`src/hw/rtl/packet_fifo_with_dedup_and_count_top_assert.svh`:
```
// Assertion macros for the packet FIFO with duplicate filter and counter
`ifndef PACKET_FIFO_WITH_DEDUP_AND_COUNT_TOP_ASSERT_SVH
`define PACKET_FIFO_WITH_DEDUP_AND_COUNT_TOP_ASSERT_SVH

// Same-cycle implication, checked outside reset
`define PF_ASSERT_NOW(label, ante, cons, msg) \
	label: assert property (@(posedge clk) disable iff (!arst_n) (ante) |-> (cons)) \
		else $error(msg);

// Next-cycle implication, checked outside reset
`define PF_ASSERT_NEXT(label, ante, cons, msg) \
	label: assert property (@(posedge clk) disable iff (!arst_n) (ante) |=> (cons)) \
		else $error(msg);

`endif

```
`src/hw/rtl/pf_pkg.sv`:
```
// Shared types and constants for the packet FIFO with duplicate filter
`default_nettype none
package pf_pkg;

	localparam int DEPTH_DEF = 64;
	localparam int LIMIT_W = 7;
	localparam logic [LIMIT_W-1:0] LIMIT_RESET = 7'd64;
	localparam int KIND_W = 2;
	localparam int ID_W = 16;
	localparam int TS_W = 32;
	localparam int COUNT_W = 7;

	typedef enum logic [KIND_W-1:0] {
		KIND_ADD = 2'd0,
		KIND_FWD = 2'd1,
		KIND_CNT = 2'd2,
		KIND_NOP = 2'd3
	} kind_t;

	typedef struct packed {
		logic [ID_W-1:0] src;
		logic [ID_W-1:0] dst;
		logic [TS_W-1:0] ts;
	} pkt_t;

	typedef struct packed {
		logic [ID_W-1:0] src;
		logic [ID_W-1:0] dst;
		logic [TS_W-1:0] ts;
		logic [TS_W-1:0] t0;
		logic [TS_W-1:0] t1;
	} key_t;

	typedef struct packed {
		logic done;
		logic dup;
		logic [COUNT_W-1:0] count;
	} scan_sts_t;

endpackage
`default_nettype wire

```
`src/hw/rtl/pf_req_if.sv`:
```
// Request channel: command and packet fields with valid/ready
`default_nettype none
interface pf_req_if;
	logic valid;
	logic ready;
	logic [pf_pkg::KIND_W-1:0] kind;
	logic [pf_pkg::ID_W-1:0] source_id;
	logic [pf_pkg::ID_W-1:0] destination;
	logic [pf_pkg::TS_W-1:0] timestamp;
	logic [pf_pkg::TS_W-1:0] start_time;
	logic [pf_pkg::TS_W-1:0] end_time;

	modport source (output valid, kind, source_id, destination, timestamp, start_time, end_time,
		input ready);
	modport sink (input valid, kind, source_id, destination, timestamp, start_time, end_time,
		output ready);
endinterface
`default_nettype wire

```
`src/hw/rtl/pf_rsp_if.sv`:
```
// Response channel: one result per request with valid/ready
`default_nettype none
interface pf_rsp_if;
	logic valid;
	logic ready;
	logic ok;
	logic [pf_pkg::ID_W-1:0] out_source;
	logic [pf_pkg::ID_W-1:0] out_destination;
	logic [pf_pkg::TS_W-1:0] out_timestamp;
	logic [pf_pkg::COUNT_W-1:0] match_count;

	modport source (output valid, ok, out_source, out_destination, out_timestamp, match_count,
		input ready);
	modport sink (input valid, ok, out_source, out_destination, out_timestamp, match_count,
		output ready);
endinterface
`default_nettype wire

```
`src/hw/rtl/pf_ram.sv`:
```
// Generic single-write, single-read RAM with registered read data
`default_nettype none
module pf_ram #(
	parameter int WIDTH = 64,
	parameter int DEPTH = pf_pkg::DEPTH_DEF,
	localparam int AW = (DEPTH > 1) ? $clog2(DEPTH) : 1
) (
	input  wire logic             clk,
	input  wire logic             we,
	input  wire logic [AW-1:0]    waddr,
	input  wire logic [WIDTH-1:0] wdata,
	input  wire logic [AW-1:0]    raddr,
	output logic      [WIDTH-1:0] rdata
);

	logic [WIDTH-1:0] mem [DEPTH];

	always_ff @(posedge clk) begin
		if (we) begin
			mem[waddr] <= wdata;
		end
		rdata <= mem[raddr];
	end

endmodule
`default_nettype wire

```
`src/hw/rtl/pf_scan.sv`:
```
// Scan unit: walks stored entries from the head, checks duplicates and counts matches
`default_nettype none
module pf_scan #(
	parameter int DEPTH = pf_pkg::DEPTH_DEF,
	localparam int AW = $clog2(DEPTH),
	localparam int OW = $clog2(DEPTH + 1)
) (
	input  wire logic              clk,
	input  wire logic              arst_n,
	input  wire logic              start,
	input  wire logic [AW-1:0]     head,
	input  wire logic [OW-1:0]     len,
	input  wire pf_pkg::key_t      key,
	input  wire pf_pkg::pkt_t      rdata,
	output logic      [AW-1:0]     raddr,
	output pf_pkg::scan_sts_t      sts,
	output pf_pkg::pkt_t           pkt
);

	logic [AW-1:0] idx_q;
	logic [OW-1:0] rem_q;
	logic cmp_s1;
	logic last_s1;
	logic done_q;
	logic dup_q;
	logic [pf_pkg::COUNT_W-1:0] count_q;
	pf_pkg::pkt_t pkt_q;
	logic issue;
	logic same;
	logic hit;

	assign issue = (rem_q != '0);
	assign raddr = idx_q;

	assign same = (rdata.src == key.src) && (rdata.dst == key.dst) && (rdata.ts == key.ts);
	assign hit = (rdata.dst == key.dst) && (rdata.ts >= key.t0) && (rdata.ts <= key.t1);

	// Issue one read per cycle; compare each returned entry in the following cycle
	always_ff @(posedge clk or negedge arst_n) begin
		if (!arst_n) begin
			idx_q <= '0;
			rem_q <= '0;
			cmp_s1 <= 1'b0;
			last_s1 <= 1'b0;
			done_q <= 1'b0;
			dup_q <= 1'b0;
			count_q <= '0;
		end else begin
			if (start) begin
				idx_q <= head;
				rem_q <= len;
			end else if (issue) begin
				idx_q <= (idx_q == AW'(DEPTH - 1)) ? '0 : idx_q + 1'b1;
				rem_q <= rem_q - 1'b1;
			end
			cmp_s1 <= issue && !start;
			last_s1 <= issue && !start && (rem_q == OW'(1));
			done_q <= cmp_s1 && last_s1;
			if (start) begin
				dup_q <= 1'b0;
				count_q <= '0;
			end else if (cmp_s1) begin
				dup_q <= dup_q | same;
				count_q <= count_q + pf_pkg::COUNT_W'(hit);
			end
		end
	end

	// Hold the last entry read; a forward scans exactly the head entry
	always_ff @(posedge clk) begin
		if (cmp_s1) begin
			pkt_q <= rdata;
		end
	end

	assign sts.done = done_q;
	assign sts.dup = dup_q;
	assign sts.count = count_q;
	assign pkt = pkt_q;

endmodule
`default_nettype wire

```
`src/hw/rtl/packet_fifo_with_dedup_and_count_top.sv`:
```
// Top level of the bounded packet FIFO with duplicate filter and destination/time counter
//
// Usage:
//   req (valid/ready) carries one command: add a packet, forward the oldest, or count the
//   stored packets for a destination within an inclusive time window. rsp (valid/ready)
//   returns exactly one result per command, in order.
//   cfg_we/cfg_wdata write memory_limit; write it only while no command is in flight.
// Command flow:
//   An add or count walks every stored entry through the packet RAM read port, one entry
//   per cycle; a forward reads only the head entry. An add, count or forward on an empty
//   buffer, or a NOP, skips the scan and goes straight to the result. One command is
//   worked on at a time; the next transfer comes at the earliest in the cycle in which
//   the result is first presented.
// Reset:
//   arst_n empties the buffer (head, tail and occupancy zero) and sets memory_limit to
//   64. The packet RAM is not cleared; only occupied entries are ever read.
// Stall:
//   The result waits in an output register while rsp.ready is low. The next command is
//   still taken and worked on; its result holds until the output register frees up.
`default_nettype none
`include "packet_fifo_with_dedup_and_count_top_assert.svh"
module packet_fifo_with_dedup_and_count_top #(
	parameter int DEPTH = pf_pkg::DEPTH_DEF
) (
	input  wire logic                        clk,
	input  wire logic                        arst_n,
	input  wire logic                        cfg_we,
	input  wire logic [pf_pkg::LIMIT_W-1:0]  cfg_wdata,
	pf_req_if.sink                           req,
	pf_rsp_if.source                         rsp
);

	localparam int AW = $clog2(DEPTH);
	localparam int OW = $clog2(DEPTH + 1);
	localparam int CW = (OW > pf_pkg::LIMIT_W) ? OW : pf_pkg::LIMIT_W;

	typedef enum logic [2:0] {
		S_IDLE = 3'b001,
		S_SCAN = 3'b010,
		S_DONE = 3'b100
	} state_t;

	state_t state_q;
	logic [pf_pkg::LIMIT_W-1:0] limit_q;
	logic [AW-1:0] head_q;
	logic [AW-1:0] tail_q;
	logic [OW-1:0] occ_q;
	pf_pkg::kind_t kind_q;
	pf_pkg::key_t key_q;

	logic out_valid_q;
	logic ok_q;
	pf_pkg::pkt_t out_pkt_q;
	logic [pf_pkg::COUNT_W-1:0] count_q;

	logic req_xfer;
	logic commit;
	logic out_free;
	logic scan_start;
	logic [OW-1:0] scan_len;
	logic [AW-1:0] raddr;
	pf_pkg::pkt_t rdata;
	pf_pkg::scan_sts_t sts;
	pf_pkg::pkt_t scan_pkt;
	logic nonempty;
	logic dup;
	logic full;
	logic add_ok;
	logic [AW-1:0] head_nx;
	logic [AW-1:0] tail_nx;
	pf_pkg::kind_t req_kind;

	assign req.ready = (state_q == S_IDLE);
	assign req_xfer = req.valid && req.ready;
	assign req_kind = pf_pkg::kind_t'(req.kind);
	assign out_free = !out_valid_q || rsp.ready;
	assign commit = (state_q == S_DONE) && out_free;

	assign nonempty = (occ_q != '0);
	assign dup = nonempty && sts.dup;
	assign full = (occ_q >= OW'(DEPTH))
		|| ((limit_q != '0) && (CW'(occ_q) >= CW'(limit_q)))
		|| ((limit_q == '0) && nonempty);
	assign add_ok = !dup;
	assign head_nx = (head_q == AW'(DEPTH - 1)) ? '0 : head_q + 1'b1;
	assign tail_nx = (tail_q == AW'(DEPTH - 1)) ? '0 : tail_q + 1'b1;

	// Scan length: all stored entries for add and count, the head entry for a forward
	always_comb begin
		case (req_kind)
			pf_pkg::KIND_ADD: scan_len = occ_q;
			pf_pkg::KIND_CNT: scan_len = occ_q;
			pf_pkg::KIND_FWD: scan_len = OW'(nonempty);
			default: scan_len = '0;
		endcase
	end
	assign scan_start = req_xfer && (scan_len != '0);

	// RAM writes only in S_DONE and reads only in S_SCAN, so the two never meet
	pf_ram #(
		.WIDTH($bits(pf_pkg::pkt_t)),
		.DEPTH(DEPTH)
	) u_ram (
		.clk   (clk),
		.we    (commit && (kind_q == pf_pkg::KIND_ADD) && add_ok),
		.waddr (tail_q),
		.wdata ({key_q.src, key_q.dst, key_q.ts}),
		.raddr (raddr),
		.rdata (rdata)
	);

	pf_scan #(
		.DEPTH(DEPTH)
	) u_scan (
		.clk    (clk),
		.arst_n (arst_n),
		.start  (scan_start),
		.head   (head_q),
		.len    (scan_len),
		.key    (key_q),
		.rdata  (rdata),
		.raddr  (raddr),
		.sts    (sts),
		.pkt    (scan_pkt)
	);

	always_ff @(posedge clk or negedge arst_n) begin
		if (!arst_n) begin
			limit_q <= pf_pkg::LIMIT_RESET;
		end else if (cfg_we) begin
			limit_q <= cfg_wdata;
		end
	end

	// Hold the command fields for the whole scan
	always_ff @(posedge clk) begin
		if (req_xfer) begin
			kind_q <= req_kind;
			key_q.src <= req.source_id;
			key_q.dst <= req.destination;
			key_q.ts <= req.timestamp;
			key_q.t0 <= req.start_time;
			key_q.t1 <= req.end_time;
		end
	end

	always_ff @(posedge clk or negedge arst_n) begin
		if (!arst_n) begin
			state_q <= S_IDLE;
		end else begin
			case (state_q)
				S_IDLE: begin
					if (scan_start) begin
						state_q <= S_SCAN;
					end else if (req_xfer) begin
						state_q <= S_DONE;
					end
				end
				S_SCAN: begin
					if (sts.done) begin
						state_q <= S_DONE;
					end
				end
				S_DONE: begin
					if (out_free) begin
						state_q <= S_IDLE;
					end
				end
				default: state_q <= S_IDLE;
			endcase
		end
	end

	// Update the ring pointers when the result moves into the output register
	always_ff @(posedge clk or negedge arst_n) begin
		if (!arst_n) begin
			head_q <= '0;
			tail_q <= '0;
			occ_q <= '0;
		end else if (commit) begin
			case (kind_q)
				pf_pkg::KIND_ADD: begin
					if (add_ok) begin
						tail_q <= tail_nx;
						if (full) begin
							head_q <= head_nx;
						end else begin
							occ_q <= occ_q + 1'b1;
						end
					end
				end
				pf_pkg::KIND_FWD: begin
					if (nonempty) begin
						head_q <= head_nx;
						occ_q <= occ_q - 1'b1;
					end
				end
				default: ;
			endcase
		end
	end

	always_ff @(posedge clk or negedge arst_n) begin
		if (!arst_n) begin
			out_valid_q <= 1'b0;
		end else if (commit) begin
			out_valid_q <= 1'b1;
		end else if (rsp.ready) begin
			out_valid_q <= 1'b0;
		end
	end

	always_ff @(posedge clk) begin
		if (commit) begin
			ok_q <= 1'b0;
			out_pkt_q <= '0;
			count_q <= '0;
			case (kind_q)
				pf_pkg::KIND_ADD: ok_q <= add_ok;
				pf_pkg::KIND_FWD: begin
					if (nonempty) begin
						ok_q <= 1'b1;
						out_pkt_q <= scan_pkt;
					end
				end
				pf_pkg::KIND_CNT: begin
					if (nonempty) begin
						count_q <= sts.count;
					end
				end
				default: ;
			endcase
		end
	end

	assign rsp.valid = out_valid_q;
	assign rsp.ok = ok_q;
	assign rsp.out_source = out_pkt_q.src;
	assign rsp.out_destination = out_pkt_q.dst;
	assign rsp.out_timestamp = out_pkt_q.ts;
	assign rsp.match_count = count_q;

	`PF_ASSERT_NOW(a_occ_bound, 1'b1, occ_q <= OW'(DEPTH), "occupancy above depth")
	`PF_ASSERT_NOW(a_ring_meet, head_q != tail_q, nonempty && (occ_q != OW'(DEPTH)), "bad ring")
	`PF_ASSERT_NOW(a_done_in_scan, sts.done, state_q == S_SCAN, "scan finished outside scan state")
	`PF_ASSERT_NEXT(a_commit_shows, commit, out_valid_q, "result not presented after commit")

endmodule
`default_nettype wire
```
`src/flat_wrapper.sv`:
```
// flat-port wrapper written by rule: the top's interface ports become plain ports
module packet_fifo_with_dedup_and_count_top_flat 
#(
	parameter int DEPTH = pf_pkg::DEPTH_DEF
)
  (clk, arst_n, cfg_we, cfg_wdata, req_valid, req_kind, req_source_id, req_destination, req_timestamp, req_start_time, req_end_time, req_ready, rsp_valid, rsp_ok, rsp_out_source, rsp_out_destination, rsp_out_timestamp, rsp_match_count, rsp_ready);
  pf_req_if req_i ();
  pf_rsp_if rsp_i ();
  input  wire logic clk;
  input  wire logic arst_n;
  input  wire logic cfg_we;
  input  wire logic [pf_pkg::LIMIT_W-1:0] cfg_wdata;
  input wire logic [$bits(req_i.valid)-1:0] req_valid;
  input wire logic [$bits(req_i.kind)-1:0] req_kind;
  input wire logic [$bits(req_i.source_id)-1:0] req_source_id;
  input wire logic [$bits(req_i.destination)-1:0] req_destination;
  input wire logic [$bits(req_i.timestamp)-1:0] req_timestamp;
  input wire logic [$bits(req_i.start_time)-1:0] req_start_time;
  input wire logic [$bits(req_i.end_time)-1:0] req_end_time;
  output wire logic [$bits(req_i.ready)-1:0] req_ready;
  output wire logic [$bits(rsp_i.valid)-1:0] rsp_valid;
  output wire logic [$bits(rsp_i.ok)-1:0] rsp_ok;
  output wire logic [$bits(rsp_i.out_source)-1:0] rsp_out_source;
  output wire logic [$bits(rsp_i.out_destination)-1:0] rsp_out_destination;
  output wire logic [$bits(rsp_i.out_timestamp)-1:0] rsp_out_timestamp;
  output wire logic [$bits(rsp_i.match_count)-1:0] rsp_match_count;
  input wire logic [$bits(rsp_i.ready)-1:0] rsp_ready;
  assign req_i.valid = req_valid;
  assign req_i.kind = req_kind;
  assign req_i.source_id = req_source_id;
  assign req_i.destination = req_destination;
  assign req_i.timestamp = req_timestamp;
  assign req_i.start_time = req_start_time;
  assign req_i.end_time = req_end_time;
  assign req_ready = req_i.ready;
  assign rsp_valid = rsp_i.valid;
  assign rsp_ok = rsp_i.ok;
  assign rsp_out_source = rsp_i.out_source;
  assign rsp_out_destination = rsp_i.out_destination;
  assign rsp_out_timestamp = rsp_i.out_timestamp;
  assign rsp_match_count = rsp_i.match_count;
  assign rsp_i.ready = rsp_ready;
  packet_fifo_with_dedup_and_count_top #(.DEPTH(DEPTH)) u_core (.clk(clk), .arst_n(arst_n), .cfg_we(cfg_we), .cfg_wdata(cfg_wdata), .req(req_i), .rsp(rsp_i));
endmodule
```
`config.mk`:
```
export PLATFORM = sky130hd
export DESIGN_NAME = packet_fifo_with_dedup_and_count_top_flat
export DESIGN_NICKNAME = d
export VERILOG_FILES = /design/src/hw/rtl/pf_pkg.sv /design/src/hw/rtl/pf_req_if.sv /design/src/hw/rtl/pf_rsp_if.sv /design/src/hw/rtl/pf_ram.sv /design/src/hw/rtl/pf_scan.sv /design/src/hw/rtl/packet_fifo_with_dedup_and_count_top.sv /design/src/flat_wrapper.sv
export VERILOG_INCLUDE_DIRS = /design/src /design/src/hw/rtl
export SDC_FILE = /design/constraint.sdc
export NUM_CORES = 2
export LEC_CHECK = 0
export ABC_AREA = 1
export BUFFER_PORTS_ARGS = -buffer_cell sky130_fd_sc_hd__buf_2
export CAP_MARGIN = 20
export CORE_ASPECT_RATIO = 2
export CORE_MARGIN = 3
export CORE_UTILIZATION = 30
export DETAILED_ROUTE_END_ITERATION = 16
export PLACE_DENSITY_LB_ADDON = 0.05
export SYNTH_ARGS = -nofsm -noshare
export SYNTH_HDL_FRONTEND = slang
export SYNTH_SLANG_ARGS = --single-unit
```
`constraint.sdc`:
```
create_clock -name clk -period 19.1 [get_ports clk]
set_input_delay 3.82 -clock clk [delete_from_list [all_inputs] [get_ports clk]]
set_output_delay 3.82 -clock clk [all_outputs]
set_load 0.01 [all_outputs]
```
==> metrics <==
routability cong.=0.8286; Tcrit/Tclk final=0.3802; pins over their slew limit=0; FF/Latch Area=133600 sq um; run status=completed; Static Leak=68.82 nW; hpwl dp=428.5 mm; crit path max fanout=44; RSZ-0062 raised after global routing=false; drc violations=0; grt ovf=0; Internal=0.01907 W; synth warn=0; fin util=0.3433; initial antenna violation count=61; vias in the first global route=115900; Syn Area/Cell=12.53 sq um; total CTS buffers=451; design area=203600 sq um; # hold bufs at CTS=0; share of layout cells above drive strength 1=0.09088; Slew @ Worst Pin=1.224 ns; H-tree levels=5; Setup Buffers After CTS=0; Logic pwr share=0.347; die area=604900 sq um; power density cells=157.3 nW/um^2; fin worst setup slack=11.84 ns; register area share after synthesis=0.7486; Seq pwr share=0.376; Layout fillers=58420; Post-Route WL=715.8 mm; clock slew at reported path FFs=0.06 ns; hold path startpoint=u_core.u_scan.last_s1; Fin Setup TNS=0 ns; Starting DRT DRC Count=9886; Resized cells post-CTS=0; Finish-stage setup viols=0; Final Hold Viols=0; Syn Nets=14470; Yosys cell types=36; multi-input combinational cell area=39790 sq um; area of placed instances=189300 sq um; Max Cap Viol=0; commonest non-fill, non-tap cell in the layout=edfxtp_1; Setup crit end kind=flop; Die W=551.4 um; min Tclk post-route=7.262 ns; maximum root-to-sink buffer count=5; die height=1.097 mm; RR Startpoint=u_core.u_scan.raddr[0]; pre-CTS WS=10.75 ns; Initial Util=0.3010; core footprint=593100 sq um; clock root buffer=clkbuf_16; synthesis-to-finish area growth=14.07%; worst hold path type=flop to flop; clk sinks=4480; # IOs=216; FP Rows=400; wire per inst=31.59 um; Worst Path Required=19.79 ns; startpoint types=input pin; Rel. slew slack=0.1838; Worst VDD drop=0.1095 mV; final net count=14660; vias per cell=5.105; Arr. time, crit path=7.96 ns; post-route ant nets=0; vias=115700; Synth Instances=14250; gr usage total=0.2317; Pre-antenna DRT Iters=5; Peak Freq=137.7 MHz; Seq cells post-synth=4480; clock latency on the worst-skew pair=1.13 ns; # port buffers=215; switching component of the power=0.01296 W; CTS tree=done; most frequent cells in the layout=edfxtp_1, nand2_1, nand3_1; synthesized cell area=178500 sq um; clock power share=0.277; CP Launch Point=rsp_ready; first-pass GRT wire length=975.0 mm; Pwr Total=0.03202 W; clk_skew=0.07474 ns; Switching Share=0.4046; Setup CP Type=input pin to flop; largest net degree at the start of global routing=171
-- critical path, stage by stage --
cell	delay, ns
buf_2	0.10
inv_1	0.05
nand2_1	0.13
nand2_1	0.18
nor2_1	0.18
nand2_1	0.31
clkinv_1	0.29
nand3_1	0.72
nor2_4	1.03
buf_4	0.98
-- path summary, 6_finish.rpt --
kind | slack (ns) | end | cells past startpoint
setup reg to reg | 13.40 | u_core.u_ram.rdata[12] | 13
hold / removal | 0.44 | u_core.u_scan.done_q | 2
max in group asynchronous | 15.50 | u_core.u_scan.raddr[0] | 2
min in group asynchronous | 2.92 | u_core.u_scan.count_q[2] | 2
setup / recovery | 11.84 | u_core.u_ram.mem[52][19] | 10
hold reg to reg | 0.44 | u_core.u_scan.done_q | 2
-- kinds of logic after synthesis --
logic type,share of synthesized area
compound gates,0.06259
mux,0.00006308
flops,0.7486
buf+inv,0.03124
fa+ha+maj,0.006000
simple gates,0.1489
xor+xnor,0.002650
-- sequential cells by signal, summed over array words and instances, names as in the netlist --
signal                      flops
u_core.u_scan.raddr             6
u_core.rsp.match_count          7
u_core.u_ram.mem             4096
u_core.rsp.out_timestamp       32
u_core.occ_q                    7
u_core.u_ram.rdata             64
u_core.tail_q                   6
u_core.rsp.valid                1
u_core.state_q                  3
u_core.rsp.out_source          16
u_core.limit_q                  7
u_core.u_scan.done_q            1
u_core.rsp.ok                   1
u_core.key_q                  128
u_core.u_scan.rem_q             7
u_core.kind_q                   2
u_core.head_q                   6
u_core.u_scan.cmp_s1            1
u_core.u_scan.dup_q             1
u_core.u_scan.last_s1           1
u_core.u_scan.count_q           7
u_core.u_scan.pkt              64
u_core.rsp.out_destination     16
-- per-stage QoR --
| step | std cells | hold WS [ns] |
|---|---|---|
| 6_report | 22660 | 0.4424 |
| 3_5_place_dp | 21820 | 0.4305 |
| 5_1_grt | 22650 | 0.4577 |
| 3_3_place_gp | 21810 | 0.4411 |
| 2_1_floorplan | 14250 | 0.4082 |
| 4_1_cts | 22640 | 0.4467 |
-- layout make-up --
class / count / area share
flip-flops and latches: 4480 / 0.6564
multi-input cells: 8490 / 0.1954
clock buffers: 586 / 0.05951
well taps: 7839 / 0.04817
repair buffers: 630 / 0.02265
clock inverters: 233 / 0.01032
inverters: 380 / 0.007312
diodes: 22 / 0.0002704
-- synth_stat cells (all sizes together) --
cell | instances | share of area
a31oi | 1 | 0.000035
ha | 84 | 0.0059
o21ai | 1258 | 0.035
or2 | 4 | 0.00014
xnor2 | 26 | 0.0013
inv | 375 | 0.0079
dfrtp | 52 | 0.0073
dfstp | 2 | 0.00029
o21bai | 1 | 0.000042
nor3b | 2 | 0.000084
nor3 | 19 | 0.00053
mux2 | 1 | 0.000063
o31ai | 1 | 0.000042
nand3 | 1984 | 0.056
o21a | 4 | 0.00017
a21o | 2 | 0.000084
a21oi | 104 | 0.0029
nor4 | 3 | 0.00011
o211ai | 513 | 0.022
edfxtp | 4362 | 0.73
o22ai | 70 | 0.0025
clkbuf | 496 | 0.010
nand2 | 2479 | 0.052
nand3b | 2 | 0.000084
nor2 | 1892 | 0.040
buf | 401 | 0.013
dfxtp | 64 | 0.0072
clkinv | 5 | 0.00011
fa | 1 | 0.00011
nand4 | 11 | 0.00039
xor2 | 28 | 0.0014
-- routing by layer --
layer | share of wire | up-vias | track usage
met2 | 0.54 | 3077 | 0.4349
met5 | 0 | - | 0
met3 | 0.037 | 774 | 0.02073
li1 | - | 51500 | -
met4 | 0.041 | 0 | 0.08974
met1 | 0.38 | 60330 | 0.2698
-- power by group through the flow --
stage          registers (W)  clock network, W  logic (W)
6_report              0.0120           0.00887     0.0111
5_1_grt               0.0121           0.00946     0.0120
4_1_cts               0.0121           0.00912     0.0114
3_5_place_dp          0.0123                 0     0.0114
3_3_place_gp          0.0123                 0     0.0114
2_1_floorplan         0.0122                 0    0.00596
No activity file was read; power rests on OpenSTA's default activity.
